$ cat config.mk
export PLATFORM = sky130hd
export DESIGN_NAME = k_way_merge_min_select_top
export DESIGN_NICKNAME = d
export VERILOG_FILES = /design/src/rtl/kwm_pkg.sv /design/src/rtl/k_way_merge_min_select_top.sv /design/src/rtl/kwm_head_mem.sv /design/src/rtl/kwm_scan.sv
export VERILOG_INCLUDE_DIRS = /design/src /design/src/rtl
export SDC_FILE = /design/constraint.sdc
export NUM_CORES = 1
export LEC_CHECK = 0
export ABC_AREA = 1
export CAP_MARGIN = 20
export CORE_AREA = 2 2 227 229
export DETAILED_ROUTE_END_ITERATION = 12
export DIE_AREA = 0 0 229 231
export DONT_BUFFER_PORTS = 1
export GPL_TIMING_DRIVEN = 0
export PLACE_DENSITY = 0.72
export SLEW_MARGIN = 20
export SYNTH_ARGS = -nofsm -noshare
export SYNTH_HDL_FRONTEND = slang
export SYNTH_SLANG_ARGS = --single-unit
$ cat constraint.sdc
create_clock -name clk -period 5.05 [get_ports clk]
set_clock_uncertainty 0.1 [all_clocks]
set_input_delay 0.7575 -clock clk [delete_from_list [all_inputs] [get_ports clk]]
set_output_delay 0.7575 -clock clk [all_outputs]
set_load 0.01 [all_outputs]
$ cat src/rtl/k_way_merge_min_select_top_defines.svh
// ----------------------------------------------------------------------------
// k-way merge assertion macros
// property wrappers used by the assertions of the top-level file
// ----------------------------------------------------------------------------
`ifndef K_WAY_MERGE_MIN_SELECT_TOP_DEFINES_SVH
`define K_WAY_MERGE_MIN_SELECT_TOP_DEFINES_SVH

`ifndef SYNTH
// property checked on every rising clock edge outside reset
`define KWM_ASSERT(label, clk, rst_n, prop) \
    label: assert property (@(posedge clk) disable iff (!rst_n) prop) \
    else $error("kwm assertion failed");
// condition that must never hold outside reset
`define KWM_NEVER(label, clk, rst_n, expr) \
    label: assert property (@(posedge clk) disable iff (!rst_n) !(expr)) \
    else $error("kwm forbidden condition seen");
`else
`define KWM_ASSERT(label, clk, rst_n, prop)
`define KWM_NEVER(label, clk, rst_n, expr)
`endif

`endif

$ cat src/rtl/kwm_pkg.sv
// ----------------------------------------------------------------------------
// kwm_pkg
// shared constants and types of the k-way merge block
// ----------------------------------------------------------------------------
package kwm_pkg;

    localparam int KWM_MAX_RUNS   = 16;
    localparam int KWM_VALUE_BITS = 32;

    typedef enum logic [1:0] {
        ST_IDLE,
        ST_SCAN,
        ST_DRAIN,
        ST_EMIT
    } kwm_state_t;

    // control from the sequencer to the min tracker
    typedef struct packed {
        logic clear;
        logic sample;
        logic hit;
    } kwm_scan_ctl_t;

endpackage

$ cat src/rtl/k_way_merge_min_select_top.sv
// ----------------------------------------------------------------------------
// k_way_merge_min_select_top
// k-way merge of sorted runs with a serial minimum scan over a head store
// ----------------------------------------------------------------------------
// The block keeps one head value per run in a small synchronous memory and an
// active flag per run in flip-flops. After reset, or after a done result, the
// first n input transactions (n = run_count clipped to 1..MAX_RUNS) load the
// heads (or mark runs exhausted) and produce no result. From then on each input
// transaction refills the run emitted last, if any, and starts a scan that reads
// runs 0..n-1 from the memory one per cycle; a merging transaction is accepted
// and written, then the n reads run, the last read lands in the drain state and
// the result is emitted once the output register is free. The single memory
// read port makes the reads serial. The smallest active head is emitted with
// its run, the lowest run winning ties; when no run is active a done result
// with zero value fields is emitted and the block goes back to loading. A
// finished result waits in the output register while the next input
// transaction is already accepted. run_count is written through the config
// channel, which is always ready.
// ----------------------------------------------------------------------------
`include "k_way_merge_min_select_top_defines.svh"

module k_way_merge_min_select_top #(
    parameter int MAX_RUNS   = kwm_pkg::KWM_MAX_RUNS,
    parameter int VALUE_BITS = kwm_pkg::KWM_VALUE_BITS,
    parameter int IDX_BITS   = $clog2(MAX_RUNS),
    parameter int CNT_BITS   = $clog2(MAX_RUNS + 1)
) (
    input  logic                         clk,
    input  logic                         rst_n,
    // configuration write channel
    input  logic                         cfg_valid,
    output logic                         cfg_ready,
    input  logic        [CNT_BITS-1:0]   run_count,
    // input channel
    input  logic                         in_valid,
    output logic                         in_stall,
    input  logic        [IDX_BITS-1:0]   run_index,
    input  logic signed [VALUE_BITS-1:0] in_value,
    input  logic                         run_empty,
    // output channel
    output logic                         out_valid,
    input  logic                         out_stall,
    output logic signed [VALUE_BITS-1:0] out_value,
    output logic        [IDX_BITS-1:0]   out_run,
    output logic                         merge_done
);

    kwm_pkg::kwm_state_t state_reg, state_next;

    // configuration and merge bookkeeping
    logic [CNT_BITS-1:0] run_count_reg;
    logic [MAX_RUNS-1:0] active_reg;
    logic [CNT_BITS-1:0] loaded_reg;
    logic [CNT_BITS-1:0] loaded_inc;
    logic                merging_reg;
    logic [IDX_BITS-1:0] last_run_reg;
    logic                last_valid_reg;

    // scan pipeline
    logic [IDX_BITS-1:0] issue_reg;
    logic                rd_valid_reg;
    logic [IDX_BITS-1:0] rd_idx_reg;
    logic                rd_en;
    logic signed [VALUE_BITS-1:0] rd_data;

    // output register
    logic                         out_valid_reg;
    logic signed [VALUE_BITS-1:0] out_value_reg;
    logic        [IDX_BITS-1:0]   out_run_reg;
    logic                         merge_done_reg;

    logic                   in_accept;
    logic                   out_free;
    logic                   emit_take;
    logic                   emit_done;
    logic [CNT_BITS-1:0]    eff_cnt;
    logic [CNT_BITS-1:0]    eff_cnt_m1;
    logic [IDX_BITS-1:0]    eff_last;
    logic                   idx_ok;
    logic                   head_we;
    logic [IDX_BITS-1:0]    head_addr;

    kwm_pkg::kwm_scan_ctl_t       scan_ctl;
    logic                         scan_found;
    logic signed [VALUE_BITS-1:0] scan_best_value;
    logic        [IDX_BITS-1:0]   scan_best_run;

    // run count clipped to 1..MAX_RUNS
    always_comb
    begin
        if (run_count_reg == '0)
        begin
            eff_cnt = CNT_BITS'(1);
        end
        else if (run_count_reg > CNT_BITS'(MAX_RUNS))
        begin
            eff_cnt = CNT_BITS'(MAX_RUNS);
        end
        else
        begin
            eff_cnt = run_count_reg;
        end
    end

    assign eff_cnt_m1 = eff_cnt - CNT_BITS'(1);
    assign eff_last   = eff_cnt_m1[IDX_BITS-1:0];

    assign cfg_ready = 1'b1;

    always_ff @(posedge clk or negedge rst_n)
    begin
        if (!rst_n)
        begin
            run_count_reg <= CNT_BITS'(1);
        end
        else if (cfg_valid && cfg_ready)
        begin
            run_count_reg <= run_count;
        end
    end

    // handshakes
    assign in_accept = in_valid && !in_stall;
    assign out_free  = !out_valid_reg || !out_stall;
    assign emit_take = (state_reg == kwm_pkg::ST_EMIT) && out_free;
    assign emit_done = emit_take && !scan_found;

    // loading indices beyond the store are dropped but still counted
    assign idx_ok    = (int'(run_index) < MAX_RUNS);
    // loading writes at run_index, merging refills the run emitted last
    assign head_we   = in_accept && (merging_reg ? last_valid_reg : idx_ok);
    assign head_addr = merging_reg ? last_run_reg : run_index;

    assign loaded_inc = (&loaded_reg) ? loaded_reg : loaded_reg + CNT_BITS'(1);

    // sequencer: accept, serial read sweep, drain, emit
    always_comb
    begin
        state_next      = state_reg;
        in_stall        = 1'b1;
        rd_en           = 1'b0;
        scan_ctl.clear  = 1'b0;
        scan_ctl.sample = rd_valid_reg;
        scan_ctl.hit    = active_reg[rd_idx_reg];
        unique case (state_reg)
            kwm_pkg::ST_IDLE:
            begin
                in_stall = 1'b0;
                if (in_valid && merging_reg)
                begin
                    state_next     = kwm_pkg::ST_SCAN;
                    scan_ctl.clear = 1'b1;
                end
            end
            kwm_pkg::ST_SCAN:
            begin
                rd_en = 1'b1;
                if (issue_reg == eff_last)
                begin
                    state_next = kwm_pkg::ST_DRAIN;
                end
            end
            kwm_pkg::ST_DRAIN:
            begin
                state_next = kwm_pkg::ST_EMIT;
            end
            kwm_pkg::ST_EMIT:
            begin
                if (out_free)
                begin
                    state_next = kwm_pkg::ST_IDLE;
                end
            end
            default:
            begin
                state_next = kwm_pkg::ST_IDLE;
            end
        endcase
    end

    always_ff @(posedge clk or negedge rst_n)
    begin
        if (!rst_n)
        begin
            state_reg <= kwm_pkg::ST_IDLE;
        end
        else
        begin
            state_reg <= state_next;
        end
    end

    // read address sweep and read-data tag
    always_ff @(posedge clk or negedge rst_n)
    begin
        if (!rst_n)
        begin
            issue_reg    <= '0;
            rd_valid_reg <= 1'b0;
            rd_idx_reg   <= '0;
        end
        else
        begin
            rd_valid_reg <= rd_en;
            rd_idx_reg   <= issue_reg;
            if (in_accept)
            begin
                issue_reg <= '0;
            end
            else if (rd_en)
            begin
                issue_reg <= issue_reg + IDX_BITS'(1);
            end
        end
    end

    // active flags: set on a head write, cleared on exhaustion or at done
    always_ff @(posedge clk or negedge rst_n)
    begin
        if (!rst_n)
        begin
            active_reg <= '0;
        end
        else if (emit_done)
        begin
            active_reg <= '0;
        end
        else if (head_we)
        begin
            active_reg[head_addr] <= !run_empty;
        end
    end

    // loading count, phase and the run to refill
    always_ff @(posedge clk or negedge rst_n)
    begin
        if (!rst_n)
        begin
            loaded_reg     <= '0;
            merging_reg    <= 1'b0;
            last_run_reg   <= '0;
            last_valid_reg <= 1'b0;
        end
        else if (emit_done)
        begin
            loaded_reg     <= '0;
            merging_reg    <= 1'b0;
            last_run_reg   <= '0;
            last_valid_reg <= 1'b0;
        end
        else if (emit_take)
        begin
            last_run_reg   <= scan_best_run;
            last_valid_reg <= 1'b1;
        end
        else if (in_accept && !merging_reg)
        begin
            loaded_reg <= loaded_inc;
            if (loaded_inc >= eff_cnt)
            begin
                merging_reg <= 1'b1;
            end
        end
    end

    kwm_head_mem #(
        .DEPTH     (MAX_RUNS),
        .ADDR_BITS (IDX_BITS),
        .DATA_BITS (VALUE_BITS)
    ) u_head_mem (
        .clk     (clk),
        .wr_en   (head_we && !run_empty),
        .wr_addr (head_addr),
        .wr_data (in_value),
        .rd_en   (rd_en),
        .rd_addr (issue_reg),
        .rd_data (rd_data)
    );

    kwm_scan #(
        .IDX_BITS   (IDX_BITS),
        .VALUE_BITS (VALUE_BITS)
    ) u_scan (
        .clk        (clk),
        .rst_n      (rst_n),
        .ctl        (scan_ctl),
        .cand_value (rd_data),
        .cand_run   (rd_idx_reg),
        .found      (scan_found),
        .best_value (scan_best_value),
        .best_run   (scan_best_run)
    );

    // output register, refilled only once the previous transaction is taken
    always_ff @(posedge clk or negedge rst_n)
    begin
        if (!rst_n)
        begin
            out_valid_reg <= 1'b0;
        end
        else if (emit_take)
        begin
            out_valid_reg <= 1'b1;
        end
        else if (!out_stall)
        begin
            out_valid_reg <= 1'b0;
        end
    end

    always_ff @(posedge clk)
    begin
        if (emit_take)
        begin
            out_value_reg  <= scan_found ? scan_best_value : '0;
            out_run_reg    <= scan_found ? scan_best_run : '0;
            merge_done_reg <= !scan_found;
        end
    end

    assign out_valid  = out_valid_reg;
    assign out_value  = out_value_reg;
    assign out_run    = out_run_reg;
    assign merge_done = merge_done_reg;

    // a merging transaction always starts a sweep
    `KWM_ASSERT(a_merge_starts_scan, clk, rst_n,
        (in_accept && merging_reg) |=> (state_reg == kwm_pkg::ST_SCAN))
    // the sweep only runs in the merging phase
    `KWM_NEVER(a_scan_only_merging, clk, rst_n,
        (state_reg != kwm_pkg::ST_IDLE) && !merging_reg)
    // a done result carries zero value fields
    `KWM_ASSERT(a_done_zero_fields, clk, rst_n,
        (out_valid_reg && merge_done_reg) |-> (out_value_reg == '0 && out_run_reg == '0))
    // reads never run past the clipped run count
    `KWM_NEVER(a_read_in_range, clk, rst_n,
        rd_en && (issue_reg > eff_last))

endmodule

$ cat src/rtl/kwm_head_mem.sv
// ----------------------------------------------------------------------------
// kwm_head_mem
// head value store, one write port, one read port with registered data
// ----------------------------------------------------------------------------
module kwm_head_mem #(
    parameter int DEPTH     = kwm_pkg::KWM_MAX_RUNS,
    parameter int ADDR_BITS = $clog2(kwm_pkg::KWM_MAX_RUNS),
    parameter int DATA_BITS = kwm_pkg::KWM_VALUE_BITS
) (
    input  logic                 clk,
    input  logic                 wr_en,
    input  logic [ADDR_BITS-1:0] wr_addr,
    input  logic [DATA_BITS-1:0] wr_data,
    input  logic                 rd_en,
    input  logic [ADDR_BITS-1:0] rd_addr,
    output logic [DATA_BITS-1:0] rd_data
);

    logic [DATA_BITS-1:0] mem [DEPTH];
    logic [DATA_BITS-1:0] rd_data_reg;

    always_ff @(posedge clk)
    begin
        if (wr_en)
        begin
            mem[wr_addr] <= wr_data;
        end
        if (rd_en)
        begin
            rd_data_reg <= mem[rd_addr];
        end
    end

    assign rd_data = rd_data_reg;

endmodule

$ cat src/rtl/kwm_scan.sv
// ----------------------------------------------------------------------------
// kwm_scan
// running minimum over the head values streamed out of the store
// ----------------------------------------------------------------------------
module kwm_scan #(
    parameter int IDX_BITS   = $clog2(kwm_pkg::KWM_MAX_RUNS),
    parameter int VALUE_BITS = kwm_pkg::KWM_VALUE_BITS
) (
    input  logic                         clk,
    input  logic                         rst_n,
    input  kwm_pkg::kwm_scan_ctl_t       ctl,
    input  logic signed [VALUE_BITS-1:0] cand_value,
    input  logic        [IDX_BITS-1:0]   cand_run,
    output logic                         found,
    output logic signed [VALUE_BITS-1:0] best_value,
    output logic        [IDX_BITS-1:0]   best_run
);

    logic                         found_reg;
    logic signed [VALUE_BITS-1:0] best_value_reg;
    logic        [IDX_BITS-1:0]   best_run_reg;
    logic                         take;

    // strict less-than keeps the lowest index on ties
    assign take = ctl.sample && ctl.hit && (!found_reg || (cand_value < best_value_reg));

    always_ff @(posedge clk or negedge rst_n)
    begin
        if (!rst_n)
        begin
            found_reg <= 1'b0;
        end
        else if (ctl.clear)
        begin
            found_reg <= 1'b0;
        end
        else if (take)
        begin
            found_reg <= 1'b1;
        end
    end

    always_ff @(posedge clk)
    begin
        if (take)
        begin
            best_value_reg <= cand_value;
            best_run_reg   <= cand_run;
        end
    end

    assign found      = found_reg;
    assign best_value = best_value_reg;
    assign best_run   = best_run_reg;

endmodule

# After elaboration in Yosys (flattened, before gate mapping)
# Memories as Yosys holds them, arrays and structs flattened. A register that Yosys moved wholly into a read port is not among the register bits.
# Index checks and enable logic that the tools add are counted.
[word_totals]
regBits = 118
mem_bits_rw = 512
input_bits = 47
output_inout_bits = 40
wordCells = 104
mem_count = 1
[op_classes]
n_addsub = 3
magnitude_cmp = 6
n_eq_ne = 9
n_mux = 39
n_reduce_logical = 29
[mem_list]
columns = ["name", "words", "width", "read_ports", "rd_ports_with_merged_regs", "wr", "line_no", "text"]
rows = [
  ["u_head_mem.mem", 16, 32, 1, 1, 1, "kwm_head_mem.sv:19", "logic [DATA_BITS-1:0] mem [DEPTH];"],
]
[op_table]
columns = ["cell", "count"]
rows = [
  ["$lt A32 B32 Y1", 1],
  ["$mux W16", 2],
  ["$mux W5", 6],
  ["$mux W4", 5],
  ["$mux W1", 19],
  ["$bwmux W16", 1],
  ["$reduce_bool A2 Y1", 6],
  ["$logic_and A1 B1 Y1", 10],
  ["$lt A4 B5 Y1 const B", 2],
  ["$pmux W2 S4", 1],
  ["$mux W2", 3],
  ["$ne A2 B1 Y1 const B", 3],
  ["$reduce_and A3 Y1", 2],
  ["$add A5 B1 Y5 const B", 1],
  ["$ge A5 B5 Y1", 1],
  ["$gt A5 B5 Y1 const B", 1],
  ["$logic_not A1 Y1", 5],
  ["$logic_not A5 Y1", 1],
  ["$reduce_and A5 Y1", 1],
  ["$add A4 B1 Y4 const B", 1],
  ["$bmux W1 S4", 1],
  ["$demux W1 S4", 1],
  ["$eq A2 B2 Y1 const B", 2],
  ["$eq A4 B4 Y1", 1],
  ["7 further kinds", 9],
]

# Depth between registers and ports, before layout
[depth]
word_depth = 8
ltp_mapped = 15

# By module
# From an unflattened synthesis, not the netlist that was laid out.
[unflattened]
cells_unflattened = 2757
hier_area_um2 = 29006.6
[modules_own_cells]
columns = ["module", "instances", "cells_per_inst", "area_each_um2", "seq_area_each_um2"]
rows = [
  ["kwm_head_mem", 1, 2120, 23050.9, 16335.7],
  ["k_way_merge_min_select_top", 1, 464, 4002.6, 2213.4],
  ["kwm_scan", 1, 173, 1953.1, 1106.1],
]

# Least setup slack after synthesis
# No wires, ideal clock.
[synth_timing]
kind = "input to register"
startpoint = "in in_valid"
endpoint = "mem u_head_mem.mem[11][0] (netlist name) (enable)"
setup_ps = 502
t_arrival_ps = 4306
t_required_ps = 4448
slack_ps = 142
cell_stages = 4
cell_sequence = "nand2_2 > a21oi_1 > nand2_1 > nor4_1"
[synth_via]
elab_chain_cells = 5
[synth_lines]
columns = ["item", "line_no", "text"]
rows = [
  ["start: declaration", "k_way_merge_min_select_top.sv:35", "input logic in_valid,"],
  ["$logic_and A1 B1 Y1", "k_way_merge_min_select_top.sv:123", "assign in_accept = in_valid && !in_stall;"],
  ["$logic_and A1 B1 Y1", "k_way_merge_min_select_top.sv:131", "assign head_we = in_accept && (merging_reg ? last_valid_reg : idx_ok);"],
  ["$logic_and A1 B1 Y1", "k_way_merge_min_select_top.sv:272", ".wr_en (head_we && !run_empty),"],
  ["$mux W1", "kwm_head_mem.sv:24", "if (wr_en)"],
  ["$mux W1 (implied by the code)", "kwm_head_mem.sv:26", "mem[wr_addr] <= wr_data;"],
  ["end: declaration", "kwm_head_mem.sv:19", ""],
]
# Every way passes these cells.

# Worst setup path after layout
[layout_timing]
startpoint = "reg state_reg[1]"
endpoint = "mem u_head_mem.mem[7][10] (netlist name) (enable)"
[layout_via]
elab_chain_cells = 6
[layout_lines]
columns = ["item", "line_no", "text"]
rows = [
  ["start: declaration", "k_way_merge_min_select_top.sv:48", "kwm_pkg::kwm_state_t state_reg, state_next;"],
  ["start signal: assignment", "k_way_merge_min_select_top.sv:185", "state_reg <= kwm_pkg::ST_IDLE;"],
  ["start signal: assignment", "k_way_merge_min_select_top.sv:189", "state_reg <= state_next;"],
  ["$logic_not A2 Y1", "k_way_merge_min_select_top.sv:145", "unique case (state_reg)"],
  ["$logic_and A1 B1 Y1", "k_way_merge_min_select_top.sv:123", ""],
  ["$logic_and A1 B1 Y1", "k_way_merge_min_select_top.sv:131", ""],
  ["$logic_and A1 B1 Y1", "k_way_merge_min_select_top.sv:272", ""],
  ["$mux W1", "kwm_head_mem.sv:24", ""],
  ["$mux W1 (implied by the code)", "kwm_head_mem.sv:26", ""],
]
# Every way passes these cells.

==> summary.md <==
| Metric | Value |
|---|---|
| Status | finished, final reports clean |
| Max cap viols | 0 |
| Peak supply drop | between 0.0003 and 0.0004 V |
| Routed WL | approximately 73 mm |
| FP Rows | 83 |
| H-tree depth | 3 |
| Max Root-Sink Buffers | 3 |
| Placed cells | roughly 2700 |
| Post-synth EDFFs | 617 |
| Critical Path RT | between 5 and 6 ns |
| Io pins | a little under 90 |
| Initial drt markers | 2372 |
| Tmin final | between 3 and 4 ns |
| Final nets | 2186 |
| Synthesis-stage register bit count | about 660 |
| Crit path kind | flop to flop |
| Fillers | about 3700 |
| First-pass GRT wire length | about 110 mm |
| Remaining DRCs | 0 |
| Num CTS Buffers | just under 70 |
| Endpoints failing setup | 0 |
| Die span in y | roughly 230 um |
| Die Footprint | around 53000 um2 |
| Seq/Total Area, Yosys | between 70% and 80% |
| Power density over the cells | around 550 nW/um2 |
| Max reg flops | a little over 500 |
| Setup WS pre-CTS | about 1.3 ns |
| Post-synth ARST share | 6.80% |
| Quantity of hold-fixing buffers added after cts | 2 |
| Relative slew slack | 23.0% |
| Routed length per instance | 25.7 um |
| GPL Wtd Cong | roughly 0.86 |
| Final hold viol count | 0 |
| Antenna-violating nets left | 0 |
| Largest net degree at the start of global routing | between 40 and 50 |
| Share of cells above drive strength 1 | between 10% and 20% |
| Slew at the pin closest to its max-slew limit | between 1 and 1.5 ns |
| Most flop-heavy register | u_head_mem.mem |
| Final Cycle Share | a little over 70% |
| Gr usage total | ~28% |
| Tot Pwr | ~17000 uW |
| Mapped Area | roughly 27000 um2 |
| Maximum fanout along the worst path | 17 |
| Initial Util | 54.1% |
| Synth cell types | 45 |
| Max Freq | roughly 280 MHz |
| Initial antenna violation count | 5 |
| Worst-path clk slew | around 0.060 ns |
| Gate Count Post-Synth | 1991 |
| RSZ-0062 raised after global routing | no |
| Vias in the first global route | approximately 17000 |
| CTS root buf | clkbuf_16 |
| Resized Gates After CTS | 0 |
| CTS sink count | 662 |
| CP max-delay cell | nor2_4 |
| Crit path arrival time | 3.81 ns |
| Setup WS post-layout | 1.44 ns |
| Post-route cell area | 31200 um2 |
| Vias per cell | approximately 6.0 |
| Worst path cell trace | inv_1, ha_1, nand2_2, a21oi_1, nand2_1, clkbuf_2, nor2_4, buf_12 |
| Max-slew violation count | 0 |
| Placed wire-length estimate | between 40 and 50 mm |
| Synthesized area per cell | 13.8 um2 |
| R2R depth | 8 |
| Syn. warnings | 0 |
| DR pass1 iterations | 5 |
| Leakage | roughly 0.011 uW |
| Worst skew pair latency | roughly 0.6 ns |
| Worst hold path type | input port to flop |
| Die width | around 230 um |
| Crit path launch type | flop |
| Hold Slack | between 0.1 and 0.15 ns |
| Placed Area | about 29000 um2 |
| Syn nets | around 2100 |
| Post-CTS Setup Bufs | 0 |
| Hold path cells | 0 |
| Layout Area Growth over Synthesis | 13.8% |
| Largest stage delay, worst path | ~0.75 ns |
| Core ar. | about 51000 um2 |
| Via count | roughly 17000 |
| Top FF cell, synth | edfxtp_1 |
| Critical Path End Type | flop |
| Global route overflow | 0 |
| Port bufs | 0 |
| Final Non-Filler Cells | 2828 |
| CTS tree | yes |
layout by cell type (no fill, tap or decap), types with 4 or more instances in the layout:
cell and count:
buf_2 22, buf_4 5, o21ai_1 35, inv_2 10
inv_1 250, buf_8 6, buf_16 10, o311a_1 6
clkinv_1 13, buf_6 16, nand2_2 4, edfxtp_1 617
mux2i_1 128, xor2_1 5, o211ai_1 130, clkinv_2 8
bufinv_16 6, nor3_1 5, ha_1 43, a21oi_1 170
clkbuf_1 67, o21ai_0 171, clkbuf_16 71, nand3_1 38
dfrtp_1 44, buf_1 7, nor2_4 22, nand2_1 146
buf_12 23, nor2_1 28
worst max-delay path: cells and delay by family, from the launching register on:
family          cells  cell delay (ns)
compound gates      1             0.30
fa+ha+maj           1             0.25
simple gates        3             1.32
buf+inv             3             0.89
flops               1             0.42
synth_stat cells (8+ instances only):
cell / instances / area (um2)
ha_1: 44 / 551
o211ai_1: 130 / 976
inv_2: 10 / 37.5
clkbuf_1: 49 / 184
a21oi_1: 170 / 851
nand3_1: 38 / 190
o21ai_1: 35 / 175
buf_12: 8 / 160
edfxtp_1: 617 / 18500
o21ai_0: 171 / 856
buf_2: 16 / 80.1
inv_1: 250 / 938
nor2_1: 44 / 165
nand2_1: 146 / 548
dfrtp_1: 44 / 1100
buf_6: 16 / 180
mux2i_1: 128 / 1280
worst paths after layout:
path,start,end,slack [ns]
setup / recovery,state_reg[1]$_DFFE_PN0P_,u_head_mem.mem[7][10]$_DFFE_PP_,1.44
hold / removal,in_value[5],u_head_mem.mem[7][5]$_DFFE_PP_,0.14
setup reg to reg,state_reg[1]$_DFFE_PN0P_,u_head_mem.mem[7][10]$_DFFE_PP_,1.44
hold reg to reg,issue_reg[1]$_DFFE_PN0P_,rd_idx_reg[1]$_DFF_PN0_,0.31
max in group asynchronous,rst_n,run_count_reg[0]$_DFFE_PN1P_,4.00
min in group asynchronous,rst_n,u_scan.found$_DFFE_PN0P_,0.60
stage by stage:
| step | TNS, ns | util (%) |
|---|---|---|
| CTS | 0 | 61.6 |
| finish | 0 | 61.6 |
| detailed placement | 0 | 57.2 |
| global route | 0 | 61.6 |
| floorplan | 0 | - |
| global placement | -251.18 | 55.8 |
final cells by class:
type | instances | area (um2) | share of cell area (%)
Multi-Input combinational cell | 962 | 6180 | 19.8
Sequential cell | 662 | 19700 | 63.0
Timing Repair Buffer | 34 | 631 | 2.02
Antenna cell | 2 | 5.00 | 0.0160
Clock inverter | 31 | 313 | 1.00
Inverter | 262 | 983 | 3.15
Clock buffer | 90 | 1850 | 5.92
Buffer | 105 | 744 | 2.39
Tap cell | 680 | 851 | 2.73
kinds of logic (layout without fill, tap and decap cells):
| group | after synthesis | in the layout | synth area share (%) |
|---|---|---|---|
| adder cells (fa/ha/maj) | 44 | 44 | 2.01 |
| buffers and inverters | 367 | 522 | 6.29 |
| AO/OA/AOI/OAI | 528 | 528 | 11.1 |
| other | 1 | 3 | 0.0137 |
| AND/OR/NAND/NOR | 254 | 254 | 4.00 |
| XOR/XNOR | 6 | 6 | 0.192 |
| multiplexers | 129 | 129 | 4.71 |
| flip-flops | 662 | 662 | 71.6 |
power by group:
part | internal, uW | leakage [uW] | switching (uW)
Combinational | 1720 | 0.00421 | 3500
Clock | 2890 | 0.00105 | 2060
Sequential | 6730 | 0.00616 | 279
Total | 11300 | 0.0114 | 5830
metal layers:
metal  GRT usage [%]  up-vias  share of wire (%)
met5               0        -              0.032
met4            12.1        4                4.0
met3            5.68      184                 11
met2            46.0     1042                 48
met1            35.2     8325                 37
li1                -     7453                  -
Note: power is estimated with default switching activity, not from simulation.
